===== config.mk =====
export PLATFORM = sky130hd
export DESIGN_NAME = wav_header_parser_and_data_gate_flat
export DESIGN_NICKNAME = d
export VERILOG_FILES = /design/src/rtl/core/wavp_pkg.sv /design/src/rtl/core/wavp_if.sv /design/src/rtl/core/wavp_div.sv /design/src/rtl/core/wavp_datapath.sv /design/src/rtl/core/wavp_ctrl.sv /design/src/rtl/core/wav_header_parser_and_data_gate.sv /design/src/flat_wrapper.sv
export SDC_FILE = /design/constraint.sdc
export NUM_CORES = 2
export LEC_CHECK = 0
export ABC_AREA = 0
export BUFFER_PORTS_ARGS = -buffer_cell sky130_fd_sc_hd__buf_2
export CELL_PAD_IN_SITES_DETAIL_PLACEMENT = 0
export CELL_PAD_IN_SITES_GLOBAL_PLACEMENT = 1
export CORE_MARGIN = 5
export CORE_UTILIZATION = 50
export CTS_BUF_LIST = sky130_fd_sc_hd__clkbuf_4 sky130_fd_sc_hd__clkbuf_8
export DETAILED_ROUTE_END_ITERATION = 8
export GPL_TIMING_DRIVEN = 0
export PLACE_DENSITY_LB_ADDON = 0.1
export SLEW_MARGIN = 0
export SYNTH_ARGS = -nofsm -noshare
export SYNTH_HDL_FRONTEND = slang
export SYNTH_SLANG_ARGS = --single-unit

===== constraint.sdc =====
create_clock -name clk -period 7.5 [get_ports clk]
set_clock_uncertainty 0.1 [all_clocks]
set_input_delay 1.125 -clock clk [delete_from_list [all_inputs] [get_ports clk]]
set_output_delay 1.125 -clock clk [all_outputs]
set_load 0.05 [all_outputs]

===== src/rtl/core/wavp_pkg.sv =====
// Shared types, codes and constants of the WAVE header parser.
package wavp_pkg;

	typedef enum logic [3:0] {
		S_RIFF,
		S_CHDR,
		S_FMT,
		S_SKIP,
		S_DATA,
		S_MUL1,
		S_MUL2,
		S_DIVGO,
		S_DIV,
		S_ERR_HDR,
		S_ERR_PCM,
		S_ERR_MISS
	} state_t;

	typedef enum logic [1:0] {
		OP_NONE,
		OP_HDR,
		OP_FMT
	} op_t;

	localparam logic [2:0] ST_HEADER  = 3'd0;
	localparam logic [2:0] ST_AUDIO   = 3'd1;
	localparam logic [2:0] ST_DONE    = 3'd2;
	localparam logic [2:0] ST_DROP    = 3'd3;
	localparam logic [2:0] ST_BAD_HDR = 3'd4;
	localparam logic [2:0] ST_NOT_PCM = 3'd5;
	localparam logic [2:0] ST_MISSING = 3'd6;

	localparam logic [31:0] TAG_FMT   = 32'h2074_6D66;
	localparam logic [31:0] TAG_DATA  = 32'h6174_6164;
	localparam logic [31:0] FMT_KEEP  = 32'd16;
	localparam logic [15:0] PCM_CODE  = 16'd1;
	localparam logic [9:0]  MS_PER_S  = 10'd1000;
	localparam int          DIVD_W    = 42;
	localparam int          DCNT_W    = $clog2(DIVD_W);

	typedef struct packed {
		op_t  op;
		logic idx_clr;
		logic idx_inc;
		logic fmt_clear;
		logic fmt_seen_set;
		logic data_latch;
		logic audio_sel;
		logic mul1;
		logic mul2;
		logic div_start;
		logic out_load;
	} cmd_t;

	typedef struct packed {
		logic riff_bad;
		logic idx_ge7;
		logic idx_ge11;
		logic at_lim;
		logic at_end;
		logic fmt_bad;
		logic tag_fmt;
		logic tag_data;
		logic len_zero;
		logic fmt_seen;
		logic deliv_more;
		logic div_done;
	} sts_t;

	function automatic logic [7:0] riff_byte(input logic [1:0] sel);
		logic [7:0] r;
		unique case (sel)
			2'd0: r = 8'h52;
			2'd1: r = 8'h49;
			2'd2: r = 8'h46;
			default: r = 8'h46;
		endcase
		return r;
	endfunction

	function automatic logic [7:0] wave_byte(input logic [1:0] sel);
		logic [7:0] r;
		unique case (sel)
			2'd0: r = 8'h57;
			2'd1: r = 8'h41;
			2'd2: r = 8'h56;
			default: r = 8'h45;
		endcase
		return r;
	endfunction

endpackage


===== src/rtl/core/wavp_if.sv =====
// Stream interfaces for file bytes in and parse results out.
interface wavp_in_if;
	logic       valid;
	logic       ready;
	logic [7:0] in_byte;
	logic       in_last;

	modport source (output valid, output in_byte, output in_last, input ready);
	modport sink (input valid, input in_byte, input in_last, output ready);
endinterface

interface wavp_out_if;
	logic        valid;
	logic        ready;
	logic [2:0]  status;
	logic [7:0]  audio_byte;
	logic        is_last_audio;
	logic [15:0] chan_count;
	logic [31:0] samp_freq;
	logic [15:0] samp_width;
	logic [31:0] data_bytes;
	logic [31:0] play_ms;
	logic [31:0] bytes_delivered;

	modport source (output valid, output status, output audio_byte, output is_last_audio,
		output chan_count, output samp_freq, output samp_width, output data_bytes,
		output play_ms, output bytes_delivered, input ready);
	modport sink (input valid, input status, input audio_byte, input is_last_audio,
		input chan_count, input samp_freq, input samp_width, input data_bytes,
		input play_ms, input bytes_delivered, output ready);
endinterface


===== src/rtl/core/wavp_div.sv =====
// Radix-2 restoring divider for the duration, one quotient bit per cycle.
module wavp_div
	import wavp_pkg::*;
(
	input  logic              clk,
	input  logic              arst_n,
	input  logic              start,
	input  logic [DIVD_W-1:0] dividend,
	input  logic [31:0]       divisor,
	output logic              done,
	output logic [31:0]       quotient
);

	logic              busy_q;
	logic              done_q;
	logic              zero_q;
	logic [DCNT_W-1:0] cnt_q;
	logic [31:0]       rem_q;
	logic [31:0]       dvs_q;
	logic [DIVD_W-1:0] quo_q;
	logic [32:0]       rem_sh;
	logic [32:0]       diff;
	logic              ge;

	assign rem_sh = {rem_q, quo_q[DIVD_W-1]};
	assign diff   = rem_sh - {1'b0, dvs_q};
	assign ge     = rem_sh >= {1'b0, dvs_q};

	always_ff @(posedge clk or negedge arst_n) begin
		if (!arst_n) begin
			busy_q <= 1'b0;
			done_q <= 1'b0;
			cnt_q  <= '0;
		end else begin
			done_q <= 1'b0;
			if (start) begin
				busy_q <= 1'b1;
				cnt_q  <= '0;
			end else if (busy_q) begin
				cnt_q <= cnt_q + DCNT_W'(1);
				if (cnt_q == DCNT_W'(DIVD_W - 1)) begin
					busy_q <= 1'b0;
					done_q <= 1'b1;
				end
			end
		end
	end

	always_ff @(posedge clk) begin
		if (start) begin
			rem_q  <= '0;
			quo_q  <= dividend;
			dvs_q  <= divisor;
			zero_q <= divisor == 32'd0;
		end else if (busy_q) begin
			rem_q <= ge ? diff[31:0] : rem_sh[31:0];
			quo_q <= {quo_q[DIVD_W-2:0], ge};
		end
	end

	assign done     = done_q;
	assign quotient = zero_q ? 32'd0 : quo_q[31:0];

endmodule


===== src/rtl/core/wavp_datapath.sv =====
// Byte counters, chunk fields, fmt values and duration arithmetic.
module wavp_datapath
	import wavp_pkg::*;
(
	input  logic        clk,
	input  logic        arst_n,
	input  logic [7:0]  in_byte,
	input  cmd_t        cmd,
	output sts_t        sts,
	output logic [7:0]  audio_byte,
	output logic        is_last_audio,
	output logic [15:0] chan_count,
	output logic [31:0] samp_freq,
	output logic [15:0] samp_width,
	output logic [31:0] data_bytes,
	output logic [31:0] play_ms,
	output logic [31:0] bytes_delivered
);

	logic [31:0]       idx_q;
	logic [31:0]       len_q;
	logic [31:0]       tag_q;
	logic              fmt_seen_q;
	logic [15:0]       format_q;
	logic [15:0]       channels_q;
	logic [31:0]       rate_q;
	logic [15:0]       bits_q;
	logic [31:0]       data_len_q;
	logic [31:0]       prod1_q;
	logic [31:0]       bytes_per_sec_q;
	logic [DIVD_W-1:0] dividend_q;
	logic [31:0]       duration_q;
	logic [31:0]       deliv_q;
	logic [7:0]        audio_q;
	logic              last_q;

	logic [31:0]       len_full;
	logic [15:0]       fmt_new;
	logic              deliv_final;
	logic [47:0]       p1_full;
	logic [44:0]       p2_full;
	logic [DIVD_W-1:0] divd_full;
	logic              div_done;
	logic [31:0]       div_quo;

	assign len_full    = {in_byte, len_q[23:0]};
	assign fmt_new     = (idx_q >= 32'd2) ? format_q :
		(idx_q[0] ? {in_byte, format_q[7:0]} : {format_q[15:8], in_byte});
	assign deliv_final = (deliv_q + 32'd1) == data_len_q;
	assign p1_full     = rate_q * channels_q;
	assign p2_full     = prod1_q * bits_q[15:3];
	assign divd_full   = data_len_q * MS_PER_S;

	always_comb begin
		sts.riff_bad = 1'b0;
		if (idx_q < 32'd4)
			sts.riff_bad = in_byte != riff_byte(idx_q[1:0]);
		else if (idx_q >= 32'd8)
			sts.riff_bad = in_byte != wave_byte(idx_q[1:0]);
		sts.idx_ge7    = idx_q >= 32'd7;
		sts.idx_ge11   = idx_q >= 32'd11;
		sts.at_end     = idx_q == (len_q - 32'd1);
		sts.at_lim     = (len_q < FMT_KEEP) ? sts.at_end : (idx_q == (FMT_KEEP - 32'd1));
		sts.fmt_bad    = fmt_new != PCM_CODE;
		sts.tag_fmt    = tag_q == TAG_FMT;
		sts.tag_data   = tag_q == TAG_DATA;
		sts.len_zero   = len_full == 32'd0;
		sts.fmt_seen   = fmt_seen_q;
		sts.deliv_more = deliv_q < data_len_q;
		sts.div_done   = div_done;
	end

	always_ff @(posedge clk or negedge arst_n) begin
		if (!arst_n) begin
			idx_q           <= '0;
			len_q           <= '0;
			tag_q           <= '0;
			fmt_seen_q      <= 1'b0;
			format_q        <= '0;
			channels_q      <= '0;
			rate_q          <= '0;
			bits_q          <= '0;
			data_len_q      <= '0;
			bytes_per_sec_q <= '0;
			duration_q      <= '0;
			deliv_q         <= '0;
			audio_q         <= '0;
			last_q          <= 1'b0;
		end else begin
			if (cmd.idx_clr)
				idx_q <= '0;
			else if (cmd.idx_inc)
				idx_q <= idx_q + 32'd1;

			if (cmd.op == OP_HDR) begin
				if (!idx_q[2]) begin
					if (idx_q[1:0] == 2'd0)
						tag_q <= {24'd0, in_byte};
					else
						tag_q[{idx_q[1:0], 3'b000} +: 8] <= in_byte;
				end else begin
					if (idx_q[1:0] == 2'd0)
						len_q <= {24'd0, in_byte};
					else
						len_q[{idx_q[1:0], 3'b000} +: 8] <= in_byte;
				end
			end

			if (cmd.fmt_clear) begin
				format_q   <= '0;
				channels_q <= '0;
				rate_q     <= '0;
				bits_q     <= '0;
			end else if (cmd.op == OP_FMT) begin
				if (idx_q < 32'd2)
					format_q <= fmt_new;
				else if (idx_q < 32'd4)
					channels_q[{idx_q[0], 3'b000} +: 8] <= in_byte;
				else if (idx_q < 32'd8)
					rate_q[{idx_q[1:0], 3'b000} +: 8] <= in_byte;
				else if (idx_q == 32'd14 || idx_q == 32'd15)
					bits_q[{idx_q[0], 3'b000} +: 8] <= in_byte;
			end

			if (cmd.fmt_seen_set)
				fmt_seen_q <= 1'b1;

			if (cmd.data_latch) begin
				data_len_q <= len_full;
				deliv_q    <= '0;
			end else if (cmd.audio_sel) begin
				deliv_q <= deliv_q + 32'd1;
			end

			if (cmd.mul2)
				bytes_per_sec_q <= p2_full[31:0];
			if (div_done)
				duration_q <= div_quo;

			if (cmd.out_load) begin
				audio_q <= cmd.audio_sel ? in_byte : 8'd0;
				last_q  <= cmd.audio_sel && deliv_final;
			end
		end
	end

	always_ff @(posedge clk) begin
		if (cmd.mul1) begin
			prod1_q    <= p1_full[31:0];
			dividend_q <= divd_full;
		end
	end

	wavp_div u_div (
		.clk      (clk),
		.arst_n   (arst_n),
		.start    (cmd.div_start),
		.dividend (dividend_q),
		.divisor  (bytes_per_sec_q),
		.done     (div_done),
		.quotient (div_quo)
	);

	assign audio_byte      = audio_q;
	assign is_last_audio   = last_q;
	assign chan_count      = channels_q;
	assign samp_freq       = rate_q;
	assign samp_width      = bits_q;
	assign data_bytes      = data_len_q;
	assign play_ms         = duration_q;
	assign bytes_delivered = deliv_q;

endmodule


===== src/rtl/core/wavp_ctrl.sv =====
// Parse state machine, handshake control and result status register.
module wavp_ctrl
	import wavp_pkg::*;
(
	input  logic       clk,
	input  logic       arst_n,
	input  logic       in_valid,
	input  logic       in_last,
	output logic       in_ready,
	output logic       out_valid,
	input  logic       out_ready,
	output logic [2:0] status,
	input  sts_t       sts,
	output cmd_t       cmd
);

	state_t     state_q;
	state_t     state_d;
	logic       out_valid_q;
	logic [2:0] status_q;
	logic [2:0] status_d;
	logic       out_free;
	logic       busy;
	logic       fire;
	logic       hdr_end;

	assign out_free = !out_valid_q || out_ready;
	assign busy     = state_q inside {S_MUL1, S_MUL2, S_DIVGO, S_DIV};
	assign in_ready = out_free && !busy;
	assign fire     = in_valid && in_ready;
	assign hdr_end  = state_q == S_CHDR && sts.idx_ge7;

	always_comb begin
		state_d = state_q;
		unique case (state_q)
			S_RIFF: begin
				if (fire) begin
					if (sts.riff_bad)
						state_d = S_ERR_HDR;
					else if (sts.idx_ge11)
						state_d = in_last ? S_ERR_MISS : S_CHDR;
					else if (in_last)
						state_d = S_ERR_HDR;
				end
			end
			S_CHDR: begin
				if (fire) begin
					if (sts.idx_ge7) begin
						if (sts.tag_fmt)
							state_d = sts.len_zero ? S_ERR_PCM : (in_last ? S_ERR_MISS : S_FMT);
						else if (sts.tag_data)
							state_d = sts.fmt_seen ? S_MUL1 : S_ERR_MISS;
						else
							state_d = in_last ? S_ERR_MISS : (sts.len_zero ? S_CHDR : S_SKIP);
					end else if (in_last) begin
						state_d = S_ERR_MISS;
					end
				end
			end
			S_FMT: begin
				if (fire) begin
					if (sts.at_lim && sts.fmt_bad)
						state_d = S_ERR_PCM;
					else if (in_last)
						state_d = S_ERR_MISS;
					else if (sts.at_end)
						state_d = S_CHDR;
				end
			end
			S_SKIP: begin
				if (fire) begin
					if (in_last)
						state_d = S_ERR_MISS;
					else if (sts.at_end)
						state_d = S_CHDR;
				end
			end
			S_MUL1:  state_d = S_MUL2;
			S_MUL2:  state_d = S_DIVGO;
			S_DIVGO: state_d = S_DIV;
			S_DIV: begin
				if (sts.div_done)
					state_d = S_DATA;
			end
			S_DATA, S_ERR_HDR, S_ERR_PCM, S_ERR_MISS: state_d = state_q;
			default: state_d = S_RIFF;
		endcase
	end

	always_comb begin
		cmd = '0;
		if (fire) begin
			unique case (state_q)
				S_CHDR:  cmd.op = OP_HDR;
				S_FMT:   cmd.op = OP_FMT;
				default: cmd.op = OP_NONE;
			endcase
		end
		cmd.idx_clr      = fire && (state_d != state_q || hdr_end);
		cmd.idx_inc      = fire && !cmd.idx_clr;
		cmd.fmt_clear    = fire && hdr_end && sts.tag_fmt;
		cmd.data_latch   = fire && hdr_end && !sts.tag_fmt && sts.tag_data;
		cmd.fmt_seen_set = fire && state_q == S_FMT && sts.at_lim && !sts.fmt_bad;
		cmd.audio_sel    = fire && state_q == S_DATA && sts.deliv_more;
		cmd.mul1         = state_q == S_MUL1;
		cmd.mul2         = state_q == S_MUL2;
		cmd.div_start    = state_q == S_DIVGO;
		cmd.out_load     = (fire && state_d != S_MUL1) || (state_q == S_DIV && sts.div_done);

		unique case (state_d)
			S_ERR_HDR:  status_d = ST_BAD_HDR;
			S_ERR_PCM:  status_d = ST_NOT_PCM;
			S_ERR_MISS: status_d = ST_MISSING;
			S_DATA: begin
				if (state_q == S_DIV)
					status_d = ST_DONE;
				else
					status_d = sts.deliv_more ? ST_AUDIO : ST_DROP;
			end
			default: status_d = ST_HEADER;
		endcase
	end

	always_ff @(posedge clk or negedge arst_n) begin
		if (!arst_n) begin
			state_q     <= S_RIFF;
			out_valid_q <= 1'b0;
			status_q    <= ST_HEADER;
		end else begin
			state_q <= state_d;
			if (cmd.out_load) begin
				out_valid_q <= 1'b1;
				status_q    <= status_d;
			end else if (out_ready) begin
				out_valid_q <= 1'b0;
			end
		end
	end

	assign out_valid = out_valid_q;
	assign status    = status_q;

endmodule


===== src/rtl/core/wav_header_parser_and_data_gate.sv =====
// Top level of the WAVE header parser and audio data gate.
// Feed the file one byte per beat; every byte gives exactly one result beat, in order.
// Header, chunk-skip, audio and dropped bytes are taken one per cycle while the output is
// not stalled; a registered output stage lets a new byte be accepted in the same cycle
// the previous result is taken. The byte that completes the data chunk header gets its
// header-done result once S_MUL1 and S_MUL2 have formed the byte rate and the scaled
// data size, S_DIVGO has loaded and S_DIV has run the radix-2 duration divider.
// Errors (bad header, not PCM, missing chunk) hold until reset and repeat on every byte.
module wav_header_parser_and_data_gate
	import wavp_pkg::*;
(
	input logic         clk,
	input logic         arst_n,
	wavp_in_if.sink     feed,
	wavp_out_if.source  result
);

	cmd_t cmd;
	sts_t sts;

	wavp_ctrl u_ctrl (
		.clk       (clk),
		.arst_n    (arst_n),
		.in_valid  (feed.valid),
		.in_last   (feed.in_last),
		.in_ready  (feed.ready),
		.out_valid (result.valid),
		.out_ready (result.ready),
		.status    (result.status),
		.sts       (sts),
		.cmd       (cmd)
	);

	wavp_datapath u_datapath (
		.clk             (clk),
		.arst_n          (arst_n),
		.in_byte         (feed.in_byte),
		.cmd             (cmd),
		.sts             (sts),
		.audio_byte      (result.audio_byte),
		.is_last_audio   (result.is_last_audio),
		.chan_count      (result.chan_count),
		.samp_freq       (result.samp_freq),
		.samp_width      (result.samp_width),
		.data_bytes      (result.data_bytes),
		.play_ms         (result.play_ms),
		.bytes_delivered (result.bytes_delivered)
	);

endmodule


===== src/flat_wrapper.sv =====
// flat-port wrapper written by rule: the top's interface ports become plain ports
module wav_header_parser_and_data_gate_flat import wavp_pkg::*;
  (clk, arst_n, feed_valid, feed_in_byte, feed_in_last, feed_ready, result_valid, result_status, result_audio_byte, result_is_last_audio, result_chan_count, result_samp_freq, result_samp_width, result_data_bytes, result_play_ms, result_bytes_delivered, result_ready);
  wavp_in_if feed_i ();
  wavp_out_if result_i ();
  input logic clk;
  input logic arst_n;
  input wire logic [$bits(feed_i.valid)-1:0] feed_valid;
  input wire logic [$bits(feed_i.in_byte)-1:0] feed_in_byte;
  input wire logic [$bits(feed_i.in_last)-1:0] feed_in_last;
  output wire logic [$bits(feed_i.ready)-1:0] feed_ready;
  output wire logic [$bits(result_i.valid)-1:0] result_valid;
  output wire logic [$bits(result_i.status)-1:0] result_status;
  output wire logic [$bits(result_i.audio_byte)-1:0] result_audio_byte;
  output wire logic [$bits(result_i.is_last_audio)-1:0] result_is_last_audio;
  output wire logic [$bits(result_i.chan_count)-1:0] result_chan_count;
  output wire logic [$bits(result_i.samp_freq)-1:0] result_samp_freq;
  output wire logic [$bits(result_i.samp_width)-1:0] result_samp_width;
  output wire logic [$bits(result_i.data_bytes)-1:0] result_data_bytes;
  output wire logic [$bits(result_i.play_ms)-1:0] result_play_ms;
  output wire logic [$bits(result_i.bytes_delivered)-1:0] result_bytes_delivered;
  input wire logic [$bits(result_i.ready)-1:0] result_ready;
  assign feed_i.valid = feed_valid;
  assign feed_i.in_byte = feed_in_byte;
  assign feed_i.in_last = feed_in_last;
  assign feed_ready = feed_i.ready;
  assign result_valid = result_i.valid;
  assign result_status = result_i.status;
  assign result_audio_byte = result_i.audio_byte;
  assign result_is_last_audio = result_i.is_last_audio;
  assign result_chan_count = result_i.chan_count;
  assign result_samp_freq = result_i.samp_freq;
  assign result_samp_width = result_i.samp_width;
  assign result_data_bytes = result_i.data_bytes;
  assign result_play_ms = result_i.play_ms;
  assign result_bytes_delivered = result_i.bytes_delivered;
  assign result_i.ready = result_ready;
  wav_header_parser_and_data_gate u_core (.clk(clk), .arst_n(arst_n), .feed(feed_i), .result(result_i));
endmodule

# Word level (Yosys, flattened, before mapping)
# Cells that the tools add are included.
# totals
regBits,508
latchBits,0
mem_bits_rw,0
mem_bits_ro,0
out_inout_bits,174
memories,0
# op_classes
add_sub_neg,7
multipliers,3
div,0
magnitude_cmp,10
eq_ne,34
shifts,4
n_mux,81
bitwise,1
reduce_logical,48
# op_table
operator,count
$mux 32,13
$mux 16,15
$bwmux 32,3
$mux 42,2
$mux 4,20
$add 32x1->32 const B,2
$eq 32x32->1,2
$eq 32x4->1 const B,2
$ge 32x4->1 const B,2
$logic_not 32->1,2
$mul 32x7->39 const B,1
$pmux 4 s9,1
$ge 33x32->1,1
$bwmux 16,2
$eq 32x30->1 const B,1
$eq 32x31->1 const B,1
$ge 32x2->1 const B,1
$ge 32x3->1 const B,1
$lt 32x2->1 const B,1
$lt 32x3->1 const B,1
$lt 32x32->1,1
$lt 32x4->1 const B,1
$lt 32x5->1 const B,1
$mul 32x13->32,1
43 further kinds,110

# Depth between registers and ports, before layout
# logic_depth
depth_word,17
mapped_depth,26

# Modules after synthesis
# Synthesis repeated with hierarchy kept, for this count alone.
# unflattened
hier_cells,5379
area_unflattened_um2,51630.8
# modules_own_cells
mod,n_inst,cells_per_inst,area_each_um2
wavp_datapath,1,4598,44023.5
wavp_div,1,653,6660.1
wavp_ctrl,1,128,947.2

# Worst setup path before layout
# No wires, ideal clock.
# synth_timing
path_type,reg2reg
startpoint,"register u_core.u_datapath.channels_q[6], in the netlist u_core.u_datapath.chan_count[6]"
endpoint,register u_core.u_datapath.prod1_q[31] (data pin)
setup_ps,259
arrival_ps,6849
t_required_ps,7141
path_slack_ps,292
stages_incl_launch_ff,23
path_buffers,2
cell_sequence,dfrtp_1 -> clkbuf_1 -> clkbuf_1 -> nand2_1 -> fa_1 -> inv_1 -> fa_1 -> fa_1 -> ha_1 -> fa_1 -> fa_1 -> ha_1 -> and4_1 -> a21oi_1 -> o31ai_1 -> o41ai_1 -> o21ai_0 -> a221o_1 -> a211o_1 -> a211oi_1 -> o21bai_1 -> a21oi_1 -> xnor2_1
# synth_between
elab_chain_len,1
# synth_lines
element,line,rtl
start: declaration,wavp_datapath.sv:25,logic [15:0] channels_q;
start signal: indexed assignment,wavp_datapath.sv:118,"channels_q[{idx_q[0], 3'b000} +: 8] <= in_byte;"
$mul 32x16->32,wavp_datapath.sv:50,assign p1_full = rate_q * channels_q;
via u_core.u_datapath.p1_full[31],wavp_datapath.sv:40,logic [47:0] p1_full;
end signal: assignment,wavp_datapath.sv:149,prod1_q <= p1_full[31:0];
end: declaration,wavp_datapath.sv:29,logic [31:0] prod1_q;
# The timed path passes the listed nets, and every way through them passes these cells.
# A chain may end at the register's enable or synchronous reset.

# Worst setup path in the final report
# layout_timing
startpoint,"register u_core.u_datapath.rate_q[4], in the netlist u_core.u_datapath.samp_freq[4]"
endpoint,register u_core.u_datapath.prod1_q[31] (data pin)
# layout_between
elab_chain_len,1
# layout_lines
element,line,rtl
start: declaration,wavp_datapath.sv:26,logic [31:0] rate_q;
start signal: indexed assignment,wavp_datapath.sv:120,"rate_q[{idx_q[1:0], 3'b000} +: 8] <= in_byte;"
$mul 32x16->32,wavp_datapath.sv:50,
via u_core.u_datapath.p1_full[31],wavp_datapath.sv:40,
# The timed path passes the listed nets, and every way through them passes these cells.

==> results.tsv <==
stage	metric	value	unit
worst_setup_path	FF-to-FF Start	u_core.u_datapath.samp_freq[4]$_DFFE_PN0P_	
yosys	main combinational cell family by area after synthesis	adder cells	
global_route	first-pass GRT wire length	237000	um
die	I/O Pins	187	
finish	Final Util	0.554	
route	DR iter-0 viols	2992	
clock_network	Clk pin slew, worst setup/hold paths	0.07	ns
pwr	Power Total	7.97	mW
pwr	Flop pwr share	0.402	
finish	Layout fillers	9319	
sta	FMAX	137	MHz
yosys	post-synthesis mux area share	0.00820	
sta	Worst-Margin Slew	1.43	ns
global_route	total gr overflow	0	
yosys	distinct cell type count after synthesis	96	
pwr	switching power	2.59	mW
sta	final worst-path cycle share	0.972	
clock_network	CTS sink cnt	508	
worst_setup_path	CP endpoint kind	flop	
finish	sequential cell area	0.0133	sq mm
status	status	finished clean	
clock_network	CTS tree	done	
route	drt total wl	151000	um
clock_network	clock tree buffer depth	3	
yosys	XOR/XNOR Fraction of Synth Area	0.0462	
route	drt wl/cell	21.5	um
route	vias	39400	
sta	Final Hold Fails	0	
sta	RSZ-0062 raised after global routing	yes	
finish	Layout Cells excl Fill	7033	
yosys	Avg Cell Area, Syn	9.38	sq um
yosys	EDFF count, synth	146	
route	Pre-Repair DR Iteration Count	5	
finish	layout cells sized above 1	0.0869	
yosys	post-synthesis simple-gate area fraction	0.171	
die	Core Area	0.100	sq mm
finish	area of the multi-input gates	0.0337	sq mm
worst_setup_path	Worst Setup SP	u_core.u_datapath.samp_freq[4]$_DFFE_PN0P_	
worst_setup_path	crit-path max FO	10	
yosys	Net Count, Synth	6352	
sta	Final Max Tran Viols	0	
global_route	GRT Total Usage	0.283	
die	die height	328	um
die	Horiz. Die Dim	328	um
sta	Worst slew margin	0.0309	
finish	Final #Nets	6628	
placed_design	Port Buffers	184	
finish	area grow syn2layout	9.82	%
sta	crit path time final	7.29	ns
clock_network	clk_lat worst skew	0.76	ns
finish	commonest cells after routing, fill and taps aside	951 x nand2_1, 679 x fa_1, 648 x inv_1	
pwr	worst vdd ir	0.142	mV
placed_design	Final HPWL DP	119000	um
placed_design	GPL Wtd Cong	0.927	
worst_setup_path	worst setup path category	flop to flop	
worst_setup_path	CP arrival	7.64	ns
yosys	synthesized area	0.0505	sq mm
yosys	Top FF cell, synth	dfrtp_1	
pwr	Comb pwr share	0.226	
clock_network	htree depth	3	
finish	commonest non-fill, non-tap cell in the layout	nand2_1	
clock_network	Clock Tree Root	clkbuf_8	
worst_setup_path	crit path launch type	flop	
pwr	Pint	5.38	mW
global_route	largest net degree at the start of global routing	119	
yosys	Synth Area in Compound Gates	0.104	
finish	post-route design area	0.0554	sq mm
hold_path	hold crit path type	input pin to async pin	
die	Starting Density	0.504	
clock_network	CTS buffer count	92	
pwr	sw frac	0.325	
pwr	Clock Power Share	0.372	
yosys	Post-synth ARST share	0.650	
die	full die area	0.107	sq mm
pwr	P_leak	26.3	nW
route	Post-route DRC	0	
placed_design	DP Cell Count	6868	
yosys	Post-Synth Adder-Cell Area	0.339	
sta	final setup fails	0	
worst_setup_path	Worst Path Required	7.85	ns
yosys	post-synthesis sequential area ratio	0.263	
worst_setup_path	R2R depth	22	
route	vias per cell	5.60	
global_route	antenna violations before repair	8	
global_route	vias in the first global route	40300	
route	antenna-violating nets left	0	
pwr	total power divided by cell area	144	mW/mm^2
placed_design	Placed Area	0.0532	sq mm
yosys	Post-Syn Instances	5380	
die	standard-cell rows	116	
flow_run	MaxCap Viol Count	0	
yosys	register bit total from synthesis	508	
yosys	Yosys warning count	0	
metal layers:
| metal | global-route usage | routed length, um |
|---|---|---|
| met3 | 0.0601 | 11200 |
| met5 | 0 | 7 |
| met2 | 0.451 | 69100 |
| met1 | 0.395 | 66100 |
| met4 | 0.0766 | 4660 |
per-stage QoR:
stage | setup WS (ns) | hold slack, ns | setup TNS, ns
3_3_place_gp | -1.59 | 0.345 | -499.55
6_report | 0.211 | 0.168 | 0
5_1_grt | -0.0998 | 0.145 | -0.114
4_1_cts | 0.00112 | 0.134 | 0
2_1_floorplan | 0.292 | 0.319 | 0
3_5_place_dp | -0.948 | 0.359 | -3.54
power groups by stage:
stage | registers, mW | clock network, mW | logic (mW)
6_report | 3.20 | 2.96 | 1.80
5_1_grt | 3.22 | 3.16 | 1.98
4_1_cts | 3.20 | 3.03 | 1.78
3_5_place_dp | 3.24 | 0 | 1.78
3_3_place_gp | 3.25 | 0 | 1.75
2_1_floorplan | 3.25 | 0 | 1.22
worst paths after layout:
check | slack, ns | end
worst min register to register | 0.34 | u_core.u_datapath.u_div.dvs_q[20]$_DFFE_PP_
min in group clk | 0.34 | u_core.u_datapath.u_div.dvs_q[20]$_DFFE_PP_
max in group asynchronous | 5.59 | u_core.u_datapath.chan_count[15]$_DFFE_PN0P_
worst max register to register | 0.21 | u_core.u_datapath.prod1_q[31]$_DFFE_PP_
worst max-delay path | 0.21 | u_core.u_datapath.prod1_q[31]$_DFFE_PP_
worst min-delay path | 0.17 | u_core.u_datapath.play_ms[16]$_DFFE_PN0P_
repair_timing:
| action | in CTS | in global routing |
|---|---|---|
| endpoints found under the setup margin | 9 | 8 |
| buffers inserted | 0 | 12 |
| gates resized for setup | 50 | 74 |
| hold buffers | 0 | 0 |
| pin swaps | 0 | 1 |
registers in the layout (all words and copies together) (netlist names), 3 cells and up:
signal,cells
u_core.u_datapath.dividend_q,39
u_core.u_datapath.format_q,16
u_core.u_datapath.u_div.cnt_q,6
u_core.u_ctrl.status,3
u_core.u_datapath.u_div.dvs_q,32
u_core.u_datapath.u_div.rem_q,32
u_core.u_datapath.tag_q,32
u_core.u_datapath.u_div.quo_q,42
u_core.u_datapath.samp_width,16
u_core.u_datapath.idx_q,32
u_core.u_datapath.play_ms,32
u_core.u_datapath.bytes_delivered,32
u_core.u_datapath.len_q,32
u_core.u_datapath.prod1_q,32
u_core.u_datapath.chan_count,16
u_core.u_datapath.audio_byte,8
u_core.u_datapath.bytes_per_sec_q,32
u_core.u_datapath.samp_freq,32
u_core.u_ctrl.state_q,4
u_core.u_datapath.data_bytes,32
Yosys cell counts (all sizes together), types with 77 or more instances:
cell    instances  share of area
a21oi         168          0.017
and2          238          0.029
clkbuf        246          0.018
dfrtp         330           0.16
edfxtp        146          0.087
fa            680           0.27
ha            279          0.069
inv           649          0.048
nand2         951          0.071
nand3          77         0.0076
nor2          278          0.021
o21ai         292          0.029
xnor2         176          0.031
xor2           90          0.016
worst max-delay path, stage by stage (launching register included):
cell	delay (ns)
dfrtp_4	0.55
buf_2	0.29
nand2_1	0.12
fa_1	0.54
inv_1	0.06
fa_1	0.56
fa_1	0.42
ha_1	0.34
fa_1	0.53
fa_1	0.50
ha_1	0.41
and4_1	0.24
a21oi_1	0.14
o31ai_1	0.14
o41ai_2	0.33
buf_4	0.18
o21ai_1	0.16
a221o_1	0.41
a211o_1	0.32
a211oi_1	0.25
o21bai_1	0.10
a21oi_1	0.21
xnor2_1	0.12
layout make-up:
class | count | share of cell area
multi-input cells | 3953 | 0.609
flip-flops and latches | 508 | 0.240
inverters | 652 | 0.0441
clock buffers | 146 | 0.0322
well taps | 1298 | 0.0293
repair buffers | 202 | 0.0207
plain buffers | 247 | 0.0191
clock inverters | 25 | 0.00562
diodes | 2 | 0.0000903
cell families (layout without fill, tap and decap cells):
logic type / count (synthesis) / count (layout)
compound gates: 823 / 823
xor+xnor: 266 / 266
fa+ha+maj: 959 / 959
buf+inv: 919 / 1272
flops: 508 / 508
mux: 41 / 41
other cells: 0 / 2
simple gates: 1864 / 1864
(Power assumes the default switching activity.)
